File: config.mk
export PLATFORM = sky130hd
export DESIGN_NAME = plvs_ram
export DESIGN_NICKNAME = d
export VERILOG_FILES = /design/src/design/plvs_ram.sv
export SDC_FILE = /design/constraint.sdc
export NUM_CORES = 1
export LEC_CHECK = 0
export ABC_AREA = 1
export ABC_CLOCK_PERIOD_IN_PS = 2100
export BUFFER_PORTS_ARGS = -buffer_cell sky130_fd_sc_hd__buf_2
export CAP_MARGIN = 20
export CORE_MARGIN = 2
export CORE_UTILIZATION = 61
export CTS_CLUSTER_SIZE = 8
export DETAILED_ROUTE_END_ITERATION = 16
export PLACE_DENSITY = 0.79
export SYNTH_ARGS = -nofsm -noshare
export SYNTH_HDL_FRONTEND = slang
export SYNTH_SLANG_ARGS = --single-unit
File: constraint.sdc
create_clock -name clk -period 2.1 [get_ports clk]
set_input_delay 0.105 -clock clk [delete_from_list [all_inputs] [get_ports clk]]
set_output_delay 0.105 -clock clk [all_outputs]
set_load 0.02 [all_outputs]
File: src/design/plvs_ram.sv
// Generic single-port-write RAM with registered read.
`timescale 1ns / 1ps
module plvs_ram #(
  parameter int unsigned WIDTH = 8,
  parameter int unsigned DEPTH = 16
) (
  input  logic                                       clk,
  input  logic                                       we,
  input  logic [$clog2(DEPTH > 1 ? DEPTH : 2)-1:0]   waddr,
  input  logic [WIDTH-1:0]                           wdata,
  input  logic [$clog2(DEPTH > 1 ? DEPTH : 2)-1:0]   raddr,
  output logic [WIDTH-1:0]                           rdata
);
  logic [WIDTH-1:0] mem [DEPTH];
  always_ff @(posedge clk) begin
    if (we) mem[waddr] <= wdata;
    rdata <= mem[raddr];
  end
endmodule

======== Yosys cells after proc, flatten, opt, wreduce, memory -nomap -nowiden ========
Memory sizes are Yosys's and may differ from the RTL's. A register that Yosys moved wholly into a read port is not among the register bits.
Index checks and enable logic that the tools add are counted.
word-level totals
  memory bits (read-only) ................. 0
  latch bits .............................. 0
  memories ................................ 1
  bits in writable memories ............... 128
  flip-flop bits (word level) ............. 0
  input bits .............................. 18
  output and inout port bits .............. 8
cells by class
  multipliers ............................. 0
  bitwise logic cells ..................... 0
  shift operators ......................... 0
  divide/modulo/power cells ............... 0
  mux-type cells .......................... 2
  magnitude comparators ................... 0
  $add $sub $neg .......................... 0
  equal/unequal tests ..................... 0
  reduce and logical (&&, ||, !) cells .... 0
memory list
  name  words  width  rd ports  clocked after Yosys merged registers in  wr ports  RTL line  source
  mem   16     8      1         1                                        1         14        logic [WIDTH-1:0] mem [DEPTH];
operators by type and width
  operator  number
  $mux W1   2

======== Longest topological paths before layout ========
  depth in word-level cells ............... 2
  mapped depth ............................ 8
  mapped depth without buffers ............ 7

======== Worst setup path after synthesis ========
No wires, ideal clock.
  path kind ............................... input port to flip-flop
  from .................................... in waddr[2] in the netlist's numbering
  to ...................................... mem mem[10][0], enable pin
  stages .................................. 2
  arrival time ............................ 0.686 ns
  setup time .............................. 0.370 ns
  path buffers ............................ 0
  slack ................................... 1.044 ns
  data required time ...................... 1.730 ns
  cells stage by stage .................... nand3b_1 nor2_1
RTL lines
  what             RTL line  source
  start, declared  9         input logic [$clog2(DEPTH > 1 ? DEPTH : 2)-1:0] waddr,
  end, declared    14
No word-level cell before the write port.

======== Final worst setup path ========
  from .................................... reg rdata[0], read port of mem
  to ...................................... out rdata[0]
RTL lines
  what             RTL line  source
  start, declared  12        output logic [WIDTH-1:0] rdata
No word-level cell between the ends.

==> run_results.csv <==
group,metric,value,unit
global_route,grt_max_degree,65,
global_route,grt.total_usage,26.1,%
die,coreArea,0.00920,mm2
timing,setup-violations-final,0,
cells_and_area,finish.net_count,595,
synth,synth.avg_cell_area,10.5,um2
timing,final_number_of_hold_violating_endpoints,0,
pwr,p_int,4.82,mW
timing,max_slew.worst_pin.slew,0.735,ns
cells_and_area,synthToLayoutAreaGrowth,12.3,%
global_route,number_of_antenna_violations_at_the_first_check_in_global_routing,0,
timing,timing.final.crit_share,52.9,%
cts,clock-root-buffer,"clkbuf_8",
global_route,grt_first_pass_wirelength,19100,um
pwr,share_seq_of_total_power,49.4,%
cts,clkSinkCount,136,
place,buffer_ports.inserted,25,
synth,synth_cells,551,
timing,fmax,900,MHz
cells_and_area,num_antenna_cells,0,
detailed_routing,vias_per_std_cell,5.56,
cts,clk_latency,0.52,ns
worst_hold_path,hold_start,"wdata[1]",
synth,syn_nets,569,
place,placedCellCount,668,
worst_hold_path,whs_endpoint,"mem[4][1]",
critical_path,r2r_setup_slack,0.99,ns
place,detailed_place_hpwl,7420,um
detailed_routing,first_pass_iters,5,
die,design.die.area,0.0102,mm2
cts,clkTransAtPathRegs,0.06,ns
place,finalWeightedCongestion,0.828,
cts,clockBufferDepth,2,
die,effective_utilization_at_floorplan,62.7,%
pwr,power.share.clock,44.4,%
detailed_routing,drt_drc_violations_left,0,
worst_hold_path,holdCritPathClass,"in2reg",
die,die_w,101,um
worst_hold_path,holdPathStages,1,
status,status,"finished, final reports clean",
timing,relSlewSlack,50.8,%
critical_path,worstRegToRegCells,6,
pwr,p_sw_share,21.9,%
critical_path,critPathArrivalTime,1.01,ns
pwr,power.share.combinational,6.2,%
synth,mappedNetlistArea,0.00577,mm2
critical_path,worst_reg2reg_endpoint,"rdata[2]",
cells_and_area,finalNonFillerCells,701,
synth,synth_warnings,0,
timing,post-route-min-period,1.11,ns
critical_path,worst_path_max_stage_delay,0.33,ns
critical_path,crit_buf_inv,1,
pwr,p_sw,1.35,mW
global_route,first_global_vias,3775,
timing,slew_viol_final,0,
die,floorplan.rows,35,
critical_path,worst_setup_path_end_kind,"output port",
timing,hold-worst-slack,0.0146,ns
detailed_routing,total_via_count_in_the_routed_design,3900,
timing,rsz_0062_raised_after_global_routing,"false",
global_route,global_route_overflow,0,
cells_and_area,post_route_cells_drive_above_1_share,10.3,%
critical_path,worst_path_max_delay_cell,"dfxtp_1",
pwr,leakage,2.82,nW
timing,worst_clock_skew,0.00747,ns
flow_run,drv_cap,0,
cts,tritoncts_clock_tree,"yes",
cts,post_cts.repair.setup_buffers,0,
cts,cts_made_buffers,17,
synth,netlist-cell-type-count,12,
pwr,vdd.ir_drop.worst,0.950,mV
cts,cts_max_level,4,
critical_path,critical_path.cell_chain,"buf_2",
critical_path,critical_path_class,"reg2out",
critical_path,critical-path-top-delay-family,"flip-flops",
timing,setup-tns-final,0,ns
synth,ys_top_cells_by_area,"edfxtp_1 (67%), nand2_1 (11%), nand3_1 (8.4%), inv_1 (6.5%), dfxtp_1 (2.8%)",
synth,ys_ff_latch,136,
synth,seq_total_area_yosys,69.4,%
detailed_routing,route.antenna.remaining_nets,0,
synth,yosys.area.top_type,"edfxtp_1",
critical_path,worst-path-max-fanout,1,
die,design.portCount,26,
critical_path,critical_path_required,2.00,ns
synth,post-synth-top-area-fraction,66.7,%
pwr,powerDensity,953,mW/mm2
detailed_routing,detail_route.wirelength,12300,um
die,fp.dieH,101,um
detailed_routing,drt-initial-drc-count,368,
critical_path,start_kind,"register",
detailed_routing,routed_wire_length_per_instance,17.6,um
critical_path,critical_path.reg2reg.startpoint,"mem[0][2]",
[worst max path at each step]
stage | end | cells past startpoint | start
floorplan | mem[10][0] | 2 | waddr[2]
global placement | mem[10][3] | 3 | waddr[2]
detailed placement | mem[10][6] | 3 | waddr[2]
CTS | rdata[0] | 1 | rdata[0]
global route | rdata[0] | 1 | rdata[0]
finish | rdata[0] | 1 | rdata[0]
[synth_stat cells]
cell / count
edfxtp_1: 128
nand3_1: 97
buf_2: 13
nor2_1: 17
nand2_1: 173
nand3b_1: 2
buf_1: 1
buf_4: 4
inv_2: 2
dfxtp_1: 8
inv_1: 100
buf_6: 6
[worst reg2reg max path, cell delays in order, from the launching register on]
cell	delay, ns
edfxtp_1	0.36
inv_1	0.07
nand2_1	0.08
nand3_1	0.10
nand3_1	0.14
nand3_1	0.19
nand2_1	0.08
[cells by family (layout without fill, tap and decap cells)]
| kind of cell | after synthesis | count (layout) | share of synthesized area, % |
|---|---|---|---|
| buffers and inverters | 126 | 165 | 9.52 |
| flip-flops | 136 | 136 | 69.4 |
| AND/OR/NAND/NOR | 289 | 289 | 21.0 |
[state kept, by name, summed over array words and instances, names as in the netlist]
name,flops
mem,128
rdata,8
[routing by layer]
metal | track usage, % | vias up | share of wire (%)
li1 | - | 1827 | -
met1 | 32.0 | 1814 | 37
met2 | 43.9 | 224 | 51
met3 | 7.11 | 35 | 8.6
met4 | 11.2 | 0 | 2.8
met5 | 0 | - | 0
[layout by cell type, fill, tap and decap left out, types with 3 or more instances in the layout]
cell type,instances
nor2_1,17
inv_1,100
nand2_1,173
clkinv_2,5
dfxtp_1,8
clkbuf_16,16
buf_2,25
clkinv_4,5
buf_4,4
clkbuf_1,3
nand3_1,97
edfxtp_1,128
[stage by stage]
stage / utilization (%) / total power [mW] / setup slack, ns / cell area [um2]
floorplan: - / 3.34 / 1.04 / 5770
detailed placement: 64.3 / 3.48 / 0.635 / 5910
CTS: 70.4 / 6.20 / 0.982 / 6480
global placement: 64.3 / 3.47 / 0.708 / 5910
finish: 70.4 / 6.17 / 0.989 / 6480
global route: 70.4 / 6.36 / 0.962 / 6480
[layout make-up]
| class | count | area, um2 |
|---|---|---|
| inverters | 102 | 383 |
| multi-input cells | 289 | 1210 |
| clock inverters | 12 | 129 |
| flip-flops and latches | 136 | 4000 |
| clock buffers | 20 | 425 |
| fillers | 603 | 2720 |
| repair buffers | 31 | 185 |
| well taps | 111 | 139 |
[power groups by stage]
stage	clock (mW)	combinational (mW)	sequential, mW
6_report	2.74	0.382	3.05
5_1_grt	2.89	0.415	3.06
4_1_cts	2.77	0.378	3.05
3_5_place_dp	0	0.372	3.11
3_3_place_gp	0	0.363	3.10
2_1_floorplan	0	0.214	3.13
[timing repair]
item	4_1_cts	5_1_grt
resized for setup	0	0
endpoints found under the hold margin	8	0
hold buffers	1	0
Note: power is estimated with default switching activity, not from simulation.
