$ cat src/design/plvs_pkg.sv
// Types and constants of the point light vertex shader.
`timescale 1ns / 1ps
package plvs_pkg;
  localparam int unsigned CoordW = 24;
  localparam int unsigned RadW   = 25;
  localparam int unsigned SqW    = 52;
  localparam int unsigned DistW  = 26;
  localparam int unsigned WgtW   = 17;
  localparam int unsigned AccW   = 32;
  localparam int unsigned LightW = 3 * CoordW + 2 * RadW + 24;
  localparam logic KindLoad  = 1'b0;
  localparam logic KindShade = 1'b1;

  typedef enum logic [3:0] {
    ST_IDLE, ST_READ, ST_LATCH, ST_SQ, ST_SUM, ST_ROOT, ST_CMP, ST_DIV, ST_ACC,
    ST_SCALE, ST_OUT
  } plvs_state_t;

  typedef struct packed {
    logic load_vertex;
    logic load_light;
    logic start_sq;
    logic root_init;
    logic root_step;
    logic cmp;
    logic div_init;
    logic div_step;
    logic acc;
    logic scale;
  } plvs_cmd_t;

  typedef struct packed {
    logic root_done;
    logic div_done;
    logic skip;
    logic full;
  } plvs_stat_t;
endpackage

$ cat src/design/plvs_ctrl.sv
// Controller: walks the light slots for each vertex item.
`timescale 1ns / 1ps
module plvs_ctrl import plvs_pkg::*; #(
  parameter int unsigned SLOTS = 16
) (
  input  logic                     clk,
  input  logic                     rst,
  input  logic                     start,
  input  logic                     out_taken,
  input  logic                     slot_en,
  input  plvs_stat_t               stat,
  output plvs_cmd_t                cmd,
  output logic [$clog2(SLOTS+1)-1:0] slot,
  output logic                     busy,
  output logic                     out_valid
);
  localparam int unsigned SW = $clog2(SLOTS + 1);
  plvs_state_t state, state_next;
  logic [SW-1:0] slot_next;

  always_ff @(posedge clk) begin
    if (rst) begin
      state <= ST_IDLE; slot <= '0;
    end else begin
      state <= state_next; slot <= slot_next;
    end
  end

  always_comb begin
    state_next = state;
    slot_next  = slot;
    cmd = '0;
    busy = (state != ST_IDLE);
    out_valid = (state == ST_OUT);
    case (state)
      ST_IDLE: begin
        if (start) begin
          cmd.load_vertex = 1'b1; slot_next = '0; state_next = ST_READ;
        end
      end
      ST_READ: begin
        if (slot == SW'(SLOTS)) state_next = ST_SCALE;
        else state_next = ST_LATCH;
      end
      ST_LATCH: begin
        if (slot_en) begin cmd.load_light = 1'b1; state_next = ST_SQ; end
        else begin slot_next = slot + SW'(1); state_next = ST_READ; end
      end
      ST_SQ:   begin cmd.start_sq = 1'b1; state_next = ST_SUM; end
      // Sum the squares straight into the root unit.
      ST_SUM:  begin cmd.root_init = 1'b1; state_next = ST_ROOT; end
      ST_ROOT: begin
        cmd.root_step = 1'b1;
        if (stat.root_done) state_next = ST_CMP;
      end
      ST_CMP: begin
        if (stat.skip) begin slot_next = slot + SW'(1); state_next = ST_READ; end
        else begin cmd.cmp = 1'b1; cmd.div_init = 1'b1; state_next = ST_DIV; end
      end
      ST_DIV: begin
        if (stat.div_done) state_next = ST_ACC;
        else cmd.div_step = 1'b1;
      end
      ST_ACC: begin cmd.acc = 1'b1; slot_next = slot + SW'(1); state_next = ST_READ; end
      ST_SCALE: begin cmd.scale = 1'b1; state_next = ST_OUT; end
      ST_OUT: begin
        if (out_taken) state_next = ST_IDLE;
      end
      default: state_next = ST_IDLE;
    endcase
  end
endmodule

$ cat config.mk
export PLATFORM = sky130hd
export DESIGN_NAME = plvs_ctrl
export DESIGN_NICKNAME = d
export VERILOG_FILES = /design/src/design/plvs_pkg.sv /design/src/design/plvs_ctrl.sv
export SDC_FILE = /design/constraint.sdc
export NUM_CORES = 1
export LEC_CHECK = 0
export BUFFER_PORTS_ARGS = -buffer_cell sky130_fd_sc_hd__buf_2
export CORE_ASPECT_RATIO = 0.75
export CORE_UTILIZATION = 25
export CTS_BUF_LIST = sky130_fd_sc_hd__clkbuf_16
export CTS_CLUSTER_DIAMETER = 40
export DETAILED_ROUTE_END_ITERATION = 8
export GPL_TIMING_DRIVEN = 0
export PLACE_DENSITY_LB_ADDON = 0.15
export SLEW_MARGIN = 20
export SYNTH_ARGS = -nofsm -noshare
export SYNTH_HDL_FRONTEND = slang
export SYNTH_SLANG_ARGS = --single-unit
$ cat constraint.sdc
create_clock -name clk -period 2.7 [get_ports clk]
set_input_delay 0.54 -clock clk [delete_from_list [all_inputs] [get_ports clk]]
set_output_delay 0.54 -clock clk [all_outputs]
set_load 0.02 [all_outputs]
---- After elaboration in Yosys (flattened, before gate mapping) ----
Cells that the tools add are included.
word-level totals
  word-level logic and storage cells ...... 50
  register bits after elaboration ......... 9
operators by class
  reduce and logical (&&, ||, !) cells .... 5
  $add $sub $neg .......................... 1
  equality and inequality tests ........... 17
  muxes and demuxes ....................... 25
operators with widths
  kind                                                              count
  4-bit case mux with 11 select lines                               1
  4-bit 2-to-1 mux                                                  5
  5-bit case mux with 4 select lines                                1
  4-bit by 3-bit == test with 1-bit output (second input constant)  4
  5-bit 2-to-1 mux                                                  3
  4-bit == test (second input constant)                             3
  2-bit != test (second input constant)                             6
  1-bit 2-to-1 mux                                                  11
  4-bit by 2-bit == test with 1-bit output (second input constant)  2
  4-bit AND reduction                                               2
  4-bit nonzero test                                                2
  2-bit 2-to-1 mux                                                  3
  5-bit by 1-bit adder with 5-bit output (second input constant)    1
  5-bit == test (second input constant)                             1
  4-bit by 1-bit == test with 1-bit output (second input constant)  1
  4-bit zero test                                                   1
  3-bit 2-to-1 mux                                                  1

---- Depth between registers and ports, before layout ----
Gate-level depths: netlist of run 1.
  word-level depth ........................ 3
  gate-level depth with buffers ........... 6

---- Worst setup path after synthesis of run 1 ----
OpenSTA, ideal clock, no wires.
  kind .................................... reg-to-output
  start point ............................. reg state[1]
  end point ............................... out cmd[4] (netlist bit)
  required time ........................... 2.160 ns
  stages on the path, launching flop included .. 5
  path slack .............................. 0.442 ns
  arrival time ............................ 1.718 ns
  path buffers ............................ 2
  cell sequence ........................... dfxtp_1 > clkbuf_1 > nand2_1 > nor4_1 > buf_4
RTL lines
  what                    line             RTL
  from (decl)             plvs_ctrl.sv:18  plvs_state_t state, state_next;
  from (signal assigned)  plvs_ctrl.sv:25  state <= state_next; slot <= slot_next;
  to (decl)               plvs_ctrl.sv:12  output plvs_cmd_t cmd,

==> summary.md, run 1 <==
| Metric | Value |
|---|---|
| Status | complete, no violations |
| Max IR drop VDD | 0.000241 V |
| Placed cell areas | 980 µm² |
| Starting Density | 26.9% |
| Fillers | 321 |
| Startpoint types | flop |
| Total CTS buffers | 3 |
| FFs w/ async S/R, synth | 0% |
| Post-DP HPWL | 1.73 mm |
| Antenna violations before repair | 0 |
| Synth Flop Type | dfxtp_1 |
| Final core occ | 35.0% |
| GRT overflow | 0 |
| Most frequent cells in the layout | 26 x buf_2, 10 x nor2_1, 9 x inv_1, 9 x dfxtp_1, 7 x nand2_1 |
| Register area share after synthesis | 22.2% |
| Worst EP arrival | 1.69 ns |
| First-pass GRT wire length | 3.71 mm |
| Final Cell Area | 1060 µm² |
| CTS root buf | clkbuf_16 |
| Post_cts resized | 0 |
| WL final | 2.23 mm |
| Share of layout cells above drive strength 1 | 30.1% |
| Crit Path Class | reg2out |
| Area occupied by multi-input gates | 552 µm² |
| Distinct cells, synth | 46 |
| Lkg Pwr | 0.484 nW |
| Number of diodes | 0 |
| RSZ-0062 raised after global routing | false |
| Minimum clock period after layout | 2.23 ns |
| Critical Path Fanout Max | 10 |
| Vias in the first global route | 832 |
| Syn_area_per_cell | 7.73 µm² |
| Total clock sinks | 9 |
| R2R depth | 5 |
| Nets | 145 |
| Slew margin rel. | 70.3% |
| Post-CTS setup buffers | 0 |
| GRT Total Usage | 14.4% |
| IO Port Bufs | 24 |
| Iter 0 DRT Violations | 31 |
| Post-synth design cell area | 812 µm² |
| Post-synth EDFFs | 0 |
| Pins over their slew limit | 0 |
| WL per Instance | 13.1 µm |
| Die X | 67.8 µm |
| Chip Height | 51.4 µm |
| DRC | 0 |
| Fmax | 0.449 GHz |
| Dpl ws | 0.730 ns |
| Htree depth | 1 |
| Commonest non-fill, non-tap cell in the layout | buf_2 |
| Via count | 893 |
| Setup tns final | 0 ns |
| Gpl congestion | 0.795 |
| Setup WS post-layout | 0.472 ns |
| Worst hold path class | reg2reg |
| Critical Path Sink Type | output port |
| Clock tree buffer depth | 2 |
| Yosys Warn Count | 0 |
| I/O pin cnt | 26 |
| Worst-path clk slew | 0.04 ns |
| CTS tree | yes |
| Post-route ant nets | 0 |
| Max cap viols | 0 |
| DR pass1 iterations | 4 |
| Cell Pwr Density | 485 nW/µm² |
| Final setup viols | 0 |
| Worst slew pin tran | 0.445 ns |
| Die area | 3480 µm² |
| Critical Path RT | 2.16 ns |
| Hold Buf Count CTS | 0 |
| Area occupied by registers | 180 µm² |
| Core Region | 3020 µm² |
| Min-Delay Path Depth | 2 |
| Final period utilization | 82.5% |
| Mapped Nets | 116 |
| Worst-skew pair later-pin latency | 0.23 ns |
| Rows | 17 |
| Clock skew | 0.00134 ns |
| Yosys reg bits | 9 |
| Fin. Hold Viols | 0 |
| Routed vias/inst | 5.22 |
| Cells after Synth | 105 |
| Area Overhead vs Synth | 30.4% |
| Largest net degree at the start of global routing | 11 |
## stage by stage
stage                     std cells  hold slack (ns)  total power, mW
final                           171            0.500            0.514
after global routing            171            0.518            0.537
after CTS                       171            0.501            0.515
after detailed placement        167            0.495            0.259
after global placement          167            0.507            0.261
after floorplan                 105            0.565            0.228
## power breakdown
group / total, mW / switching [mW] / internal (mW)
Sequential: 0.144 / 0.00612 / 0.138
Combinational: 0.115 / 0.0681 / 0.0468
Clock: 0.255 / 0.0620 / 0.193
## Yosys cell counts (all sizes together), types with 2 or more instances
library cell	count	area share, %
nor2	11	5.4
dfxtp	9	22
inv	8	3.7
nand2	8	4.6
a21oi	5	3.1
o21ai	5	3.1
buf	4	3.5
nand2b	4	3.1
nand3	4	3.1
nand4	4	3.1
clkbuf	3	2.6
nor2b	3	2.3
o31ai	3	2.8
o32ai	3	5.5
or2	3	2.3
a211o	2	2.2
a211oi	2	1.8
and3	2	1.5
ha	2	3.1
nor3	2	1.2
## metal layers
layer | up-vias | GRT usage [%] | wire length (µm)
li1 | 450 | - | -
met1 | 414 | 20.5 | 1130
met2 | 25 | 19.8 | 931
met3 | 4 | 4.02 | 135
met4 | 0 | 6.25 | 33
met5 | - | 0 | 0
## area by class of cell
class | count | share of cell area, %
plain buffers | 7 | 4.73
clock buffers | 3 | 7.09
clock inverters | 1 | 0.355
inverters | 8 | 2.84
multi-input cells | 81 | 52.1
flip-flops and latches | 9 | 17.0
well taps | 38 | 4.49
repair buffers | 24 | 11.3
## cell families (layout without fill, tap and decap cells)
kind of cell / Yosys count / count (layout) / synth area share [%]
adder cells (fa/ha/maj): 2 / 2 / 3.08
buffers and inverters: 15 / 43 / 9.86
AO/OA/AOI/OAI: 29 / 29 / 28.4
flip-flops: 9 / 9 / 22.2
AND/OR/NAND/NOR: 50 / 50 / 36.5
## final timing paths
path                                             from  slack, ns               endpoint
worst min-delay path             slot[4]$_SDFFE_PP0P_       0.50   slot[4]$_SDFFE_PP0P_
worst min register to register   slot[4]$_SDFFE_PP0P_       0.50   slot[4]$_SDFFE_PP0P_
worst max-delay path            state[1]$_SDFFE_PP0P_       0.47                 cmd[4]
worst max register to register  state[2]$_SDFFE_PP0P_       1.07  state[0]$_SDFFE_PP0P_
## state kept, by name, summed over array words and instances, names as in the netlist
| name | count |
|---|---|
| slot | 5 |
| state | 4 |
## critical path: stages, from the launching register on
cell and delay (ns):
dfxtp_1 0.39, clkbuf_1 0.34, nand2_1 0.17, nor4_1 0.25, buf_4 0.16, buf_2 0.15
(Power assumes the default switching activity.)
==> run 2: changes to the inputs <==
- clock period: 2.7 -> 1.9 ns (I/O delays scaled with it)
==> run 2 against run 1 <==
Combinational power rose by 49%. Largest cell class unchanged. Global-route usage decreased by 0.073 points. Critical endpoint is now cmd[0]. Clock power grew 44%.
==> summary.md, run 2 (synthesis gave the netlist of run 1 again) <==
| Metric | Value |
|---|---|
| I/O pin cnt | 26 |
| WL per Instance | 13.5 µm |
| Status | complete, no violations |
| Number of diodes | 0 |
| Worst setup path start | state[2]$_SDFFE_PP0P_ |
| Worst hold path class | in2reg |
| Chip Height | 51.4 µm |
| Worst path depth | 5 |
| First-pass GRT wire length | 3.65 mm |
| Largest net degree at the start of global routing | 11 |
| Tot Pwr | 743 µW |
| Largest stage delay, worst path | 0.35 ns |
| Area Overhead vs Synth | 33.9% |
| IO Port Bufs | 24 |
| Share of layout cells above drive strength 1 | 33.8% |
| Slack of the worst reg-to-reg path | 0.35 ns |
| Clock tree buffer depth | 2 |
| Critical path's top delay family | simple AND/OR/NAND/NOR gates |
| Critical Path Fanout Max | 10 |
| Total CTS buffers | 3 |
| Core Region | 3020 µm² |
| Most frequent cells in the layout | 24 x buf_2, 10 x nor2_1, 9 x inv_1 |
| Commonest non-fill, non-tap cell in the layout | buf_2 |
| Buffers and inverters on the worst path | 3 |
| Post-route ant nets | 0 |
| Slowest CP cell | dfxtp_2 |
| Vias in the first global route | 808 |
| Iter 0 DRT Violations | 59 |
| Routed vias/inst | 5.16 |
| Startpoint types | flop |
| Die X | 67.8 µm |
| Combinational share of power | 23.0% |
| Worst slew pin tran | 0.482 ns |
| Clock skew | 0.00231 ns |
| Total clock sinks | 9 |
| Cell Pwr Density | 683 nW/µm² |
| Fin cells | 171 |
| Clk pwr share | 49.5% |
| GRT Total Usage | 14.4% |
| Worst-path clk slew | 0.04 ns |
| Critical Path Sink Type | output port |
| Post-CTS setup buffers | 0 |
| Nets | 145 |
| Max cap viols | 0 |
| Dpl cells | 167 |
| Critical Path RT | 1.52 ns |
| Die area | 3480 µm² |
| Fmax | 0.548 GHz |
| Sw frac | 27.3% |
| RSZ-0062 raised after global routing | false |
| CTS tree | yes |
| Worst flop-to-flop path startpoint | state[3]$_SDFFE_PP0P_ |
| Setup tns final | 0 ns |
| Gpl congestion | 0.794 |
| Rows | 17 |
| Reg-to-Reg End | slot[4]$_SDFFE_PP0P_ |
| Via count | 883 |
| Slew margin rel. | 67.9% |
| Fin. Hold Viols | 0 |
| Minimum clock period after layout | 1.82 ns |
| Reg with most FFs | slot |
| DR pass1 iterations | 4 |
| Worst-skew pair later-pin latency | 0.24 ns |
| Htree depth | 1 |
| CP cell instances | buf_4, nor2_1, nand3_1, inv_1, buf_2 |
| Post-DP HPWL | 1.73 mm |
| Sw Pwr | 203 µW |
| Power Internal | 540 µW |
| Final setup viols | 0 |
| Worst EP arrival | 1.44 ns |
| Fillers | 321 |
| Max FFs per register | 5 |
| Final period utilization | 96.0% |
| Flop pwr share | 27.5% |
| WL final | 2.31 mm |
| Setup WS post-layout | 0.0757 ns |
| CTS root buf | clkbuf_16 |
| Dpl ws | 0.122 ns |
| DRC | 0 |
| Top Registers | slot x5, state x4 |
| Max IR drop VDD | 0.000359 V |
| Starting Density | 26.9% |
| Pins over their slew limit | 0 |
| R2R depth | 4 |
| GRT overflow | 0 |
| Antenna violations before repair | 0 |
| Lkg Pwr | 0.490 nW |
| End of the critical path | cmd[0] |
| Crit Path Class | reg2out |
## run 2: changes by cell type in the layout (fill, tap and decap cells not counted), sizes merged
cell,previous run,this run
clkbuf,6,5
buf,28,29
## run 2: repair_timing
| item | in CTS | in global routing |
|---|---|---|
| endpoints found under the setup margin | 2 | 5 |
| pin swaps | 0 | 1 |
| resized for setup | 3 | 8 |
| hold buffers | 0 | 0 |
## run 2: worst reg2reg max path: cells and delay by family, from the launching register on
kind,cells,cell delay [ns]
AO/OA/AOI/OAI,1,0.28
flip-flops,1,0.43
AND/OR/NAND/NOR,3,0.75
## run 2: power by group through the flow
| stage | clock network [mW] | registers (mW) | logic [mW] |
|---|---|---|---|
| 6_report | 0.367 | 0.204 | 0.171 |
| 3_3_place_gp | 0 | 0.207 | 0.164 |
| 2_1_floorplan | 0 | 0.204 | 0.121 |
| 5_1_grt | 0.385 | 0.205 | 0.185 |
| 4_1_cts | 0.375 | 0.204 | 0.166 |
| 3_5_place_dp | 0 | 0.207 | 0.165 |
## run 2: through the flow
stage                     instance area, µm²  utilization, %  hold WS [ns]
after global routing                    1090            36.0         0.465
after global placement                   986            32.6         0.499
final                                   1090            36.0         0.437
after detailed placement                 986            32.6         0.488
after CTS                               1070            35.4         0.439
after floorplan                          818               -         0.557
## run 2: area by class of cell
type	instances	area [µm²]	area share, %
timing repair buffer	24	120	11.0
clock inverter	1	3.75	0.345
clock buffer	3	75.1	6.90
multi-input combinational	81	569	52.4
tap	38	47.5	4.37
buffer	7	58.8	5.41
sequential	9	183	16.8
inverter	8	30.0	2.76
## run 2: worst min-delay path by stage
| stage | from | end | slack [ns] | cells after the start |
|---|---|---|---|---|
| 2_1_floorplan | out_taken | state[3]$_SDFFE_PP0P_ | 0.56 | 3 |
| 3_3_place_gp | slot[4]$_SDFFE_PP0P_ | slot[4]$_SDFFE_PP0P_ | 0.50 | 2 |
| 3_5_place_dp | slot[4]$_SDFFE_PP0P_ | slot[4]$_SDFFE_PP0P_ | 0.49 | 2 |
| 4_1_cts | out_taken | state[3]$_SDFFE_PP0P_ | 0.44 | 4 |
| 5_1_grt | rst | slot[3]$_SDFFE_PP0P_ | 0.46 | 3 |
| 6_report | out_taken | state[3]$_SDFFE_PP0P_ | 0.44 | 4 |
## run 2: routing by layer
| metal | vias up | part of all wire, % | track usage [%] |
|---|---|---|---|
| li1 | 444 | - | - |
| met3 | 4 | 9.8 | 4.24 |
| met5 | - | 0 | 0 |
| met1 | 395 | 48 | 20.2 |
| met4 | 0 | 0.86 | 4.86 |
| met2 | 40 | 41 | 20.5 |
==> run 3: changes to the inputs <==
- SETUP_SLACK_MARGIN: default -> 0.4
==> run 3 against run 2 <==
Maximum frequency grew 7.0%. Setup slack gained 0.12 ns. Routed wire length grew 19%. Critical path depth shrank 2. First-iteration DRC count shrank 27%. Sequential power is essentially flat. Worst hold slack gained 0.012 ns. Flip-flop and latch count is the same. Non-clock buffer count grew 19. Register-to-register slack lost 0.10 ns. Combinational power grew 55%.
==> summary.md, run 3 (synthesis gave the netlist of run 1 again) <==
| Metric | Value |
|---|---|
| Final Cell Area | 1480 µm² |
| I/O pin cnt | 26 |
| Lkg Pwr | 0.648 nW |
| Dpl ws | 0.253 ns |
| Iter 0 DRT Violations | 43 |
| Worst EP arrival | 1.33 ns |
| Tot Pwr | 834 µW |
| Placed cell areas | 1010 µm² |
| Htree depth | 1 |
| Total clock sinks | 9 |
| Reg with most FFs | slot |
| Setup tns final | 0 ns |
| Top Registers | slot x5, state x4 |
| Worst hold path class | in2reg |
| Post-route ant nets | 0 |
| Setup WS post-layout | 0.195 ns |
| Crit Path Class | reg2out |
| Clock tree buffer depth | 2 |
| GRT overflow | 0 |
| GRT Total Usage | 16.4% |
| Worst slew pin tran | 0.468 ns |
| Cell Pwr Density | 563 nW/µm² |
| Rows | 17 |
| Worst setup path start | state[0]$_SDFFE_PP0P_ |
| Clock skew | 0.000583 ns |
| Worst flop-to-flop path startpoint | state[0]$_SDFFE_PP0P_ |
| Fillers | 281 |
| Worst Hold Launch | out_taken |
| First-pass GRT wire length | 4.20 mm |
| Worst-skew pair later-pin latency | 0.23 ns |
| Routed vias/inst | 5.11 |
| WL final | 2.75 mm |
| Hold Buf Count CTS | 0 |
| CTS root buf | clkbuf_16 |
| Max IR drop VDD | 0.000444 V |
| Starting Density | 26.9% |
| Via count | 971 |
| Critical Path RT | 1.52 ns |
| Most frequent cells in the layout | 20 x buf_4, 13 x buf_6, 13 x buf_2 |
| Pins over their slew limit | 0 |
| Post-DP HPWL | 1.78 mm |
| Core Region | 3020 µm² |
| CTS tree | yes |
| Max cap viols | 0 |
| IO Port Bufs | 24 |
| Gpl congestion | 0.835 |
| Fmax | 0.586 GHz |
| Largest net degree at the start of global routing | 11 |
| WL per Instance | 14.5 µm |
| RSZ-0062 raised after global routing | true |
| Critical Path Fanout Max | 4 |
| Area occupied by registers | 195 µm² |
| DRC | 0 |
| Antenna violations before repair | 0 |
| DR pass1 iterations | 4 |
| Critical Path Sink Type | output port |
| Share of layout cells above drive strength 1 | 57.9% |
| Area Overhead vs Synth | 82.3% |
| Final period utilization | 89.8% |
| Number of diodes | 0 |
| Die X | 67.8 µm |
| Slew margin rel. | 68.8% |
| Chip Height | 51.4 µm |
| Max FFs per register | 5 |
| Minimum clock period after layout | 1.71 ns |
| Die area | 3480 µm² |
| Startpoint types | flop |
| Area occupied by multi-input gates | 706 µm² |
| Status | complete, no violations |
| Total CTS buffers | 3 |
| Nets | 164 |
| Commonest non-fill, non-tap cell in the layout | buf_4 |
| Final setup viols | 0 |
| Vias in the first global route | 868 |
| Worst-path clk slew | 0.04 ns |
| Fin. Hold Viols | 0 |
-- run 3: per-layer routing --
layer  share of wire (%)  track usage, %  vias to the layer above
met4                   0            3.13                        0
li1                    -               -                      483
met3                 5.5            3.57                        0
met2                  46            24.6                       34
met5                   0               0                        -
met1                  48            23.9                      454
-- run 3: path summary, 6_finish.rpt --
check / depth (start not counted) / slack, ns / endpoint
max reg2reg: 7 / 0.25 / slot[2]$_SDFFE_PP0P_
min reg2reg: 2 / 0.52 / slot[4]$_SDFFE_PP0P_
max: 3 / 0.19 / cmd[1]
min: 4 / 0.45 / state[3]$_SDFFE_PP0P_
-- run 3: per-stage QoR --
step | util (%) | cells | hold WS, ns
floorplan | - | 105 | 0.557
global placement | 33.5 | 167 | 0.507
detailed placement | 33.5 | 167 | 0.499
CTS | 45.4 | 187 | 0.442
global route | 49.0 | 190 | 0.478
finish | 49.0 | 190 | 0.449
-- run 3: critical path: stages, from the launching register on --
cell and delay (ns):
dfxtp_4 0.35, or4b_4 0.56, inv_2 0.07, buf_6 0.11
-- run 3: layout make-up --
cell class | count | area share [%]
plain buffers | 7 | 6.00
multi-input cells | 81 | 47.7
clock buffers | 3 | 5.07
flip-flops and latches | 9 | 13.2
well taps | 38 | 3.21
inverters | 8 | 2.20
clock inverters | 1 | 0.254
repair buffers | 43 | 22.4
-- run 3: where the power goes --
| group | leakage [nW] | internal (mW) | switching [mW] | total [mW] |
|---|---|---|---|---|
| Sequential | 0.0758 | 0.194 | 0.00936 | 0.203 |
| Clock | 0.0423 | 0.275 | 0.0908 | 0.366 |
| Combinational | 0.530 | 0.128 | 0.137 | 0.265 |
| Total | 0.648 | 0.597 | 0.237 | 0.834 |
-- run 3: repair_timing --
action	CTS	global route
pin swaps	13	13
endpoints found under the setup margin	16	21
gates resized for setup	45	20
buffers inserted	16	3
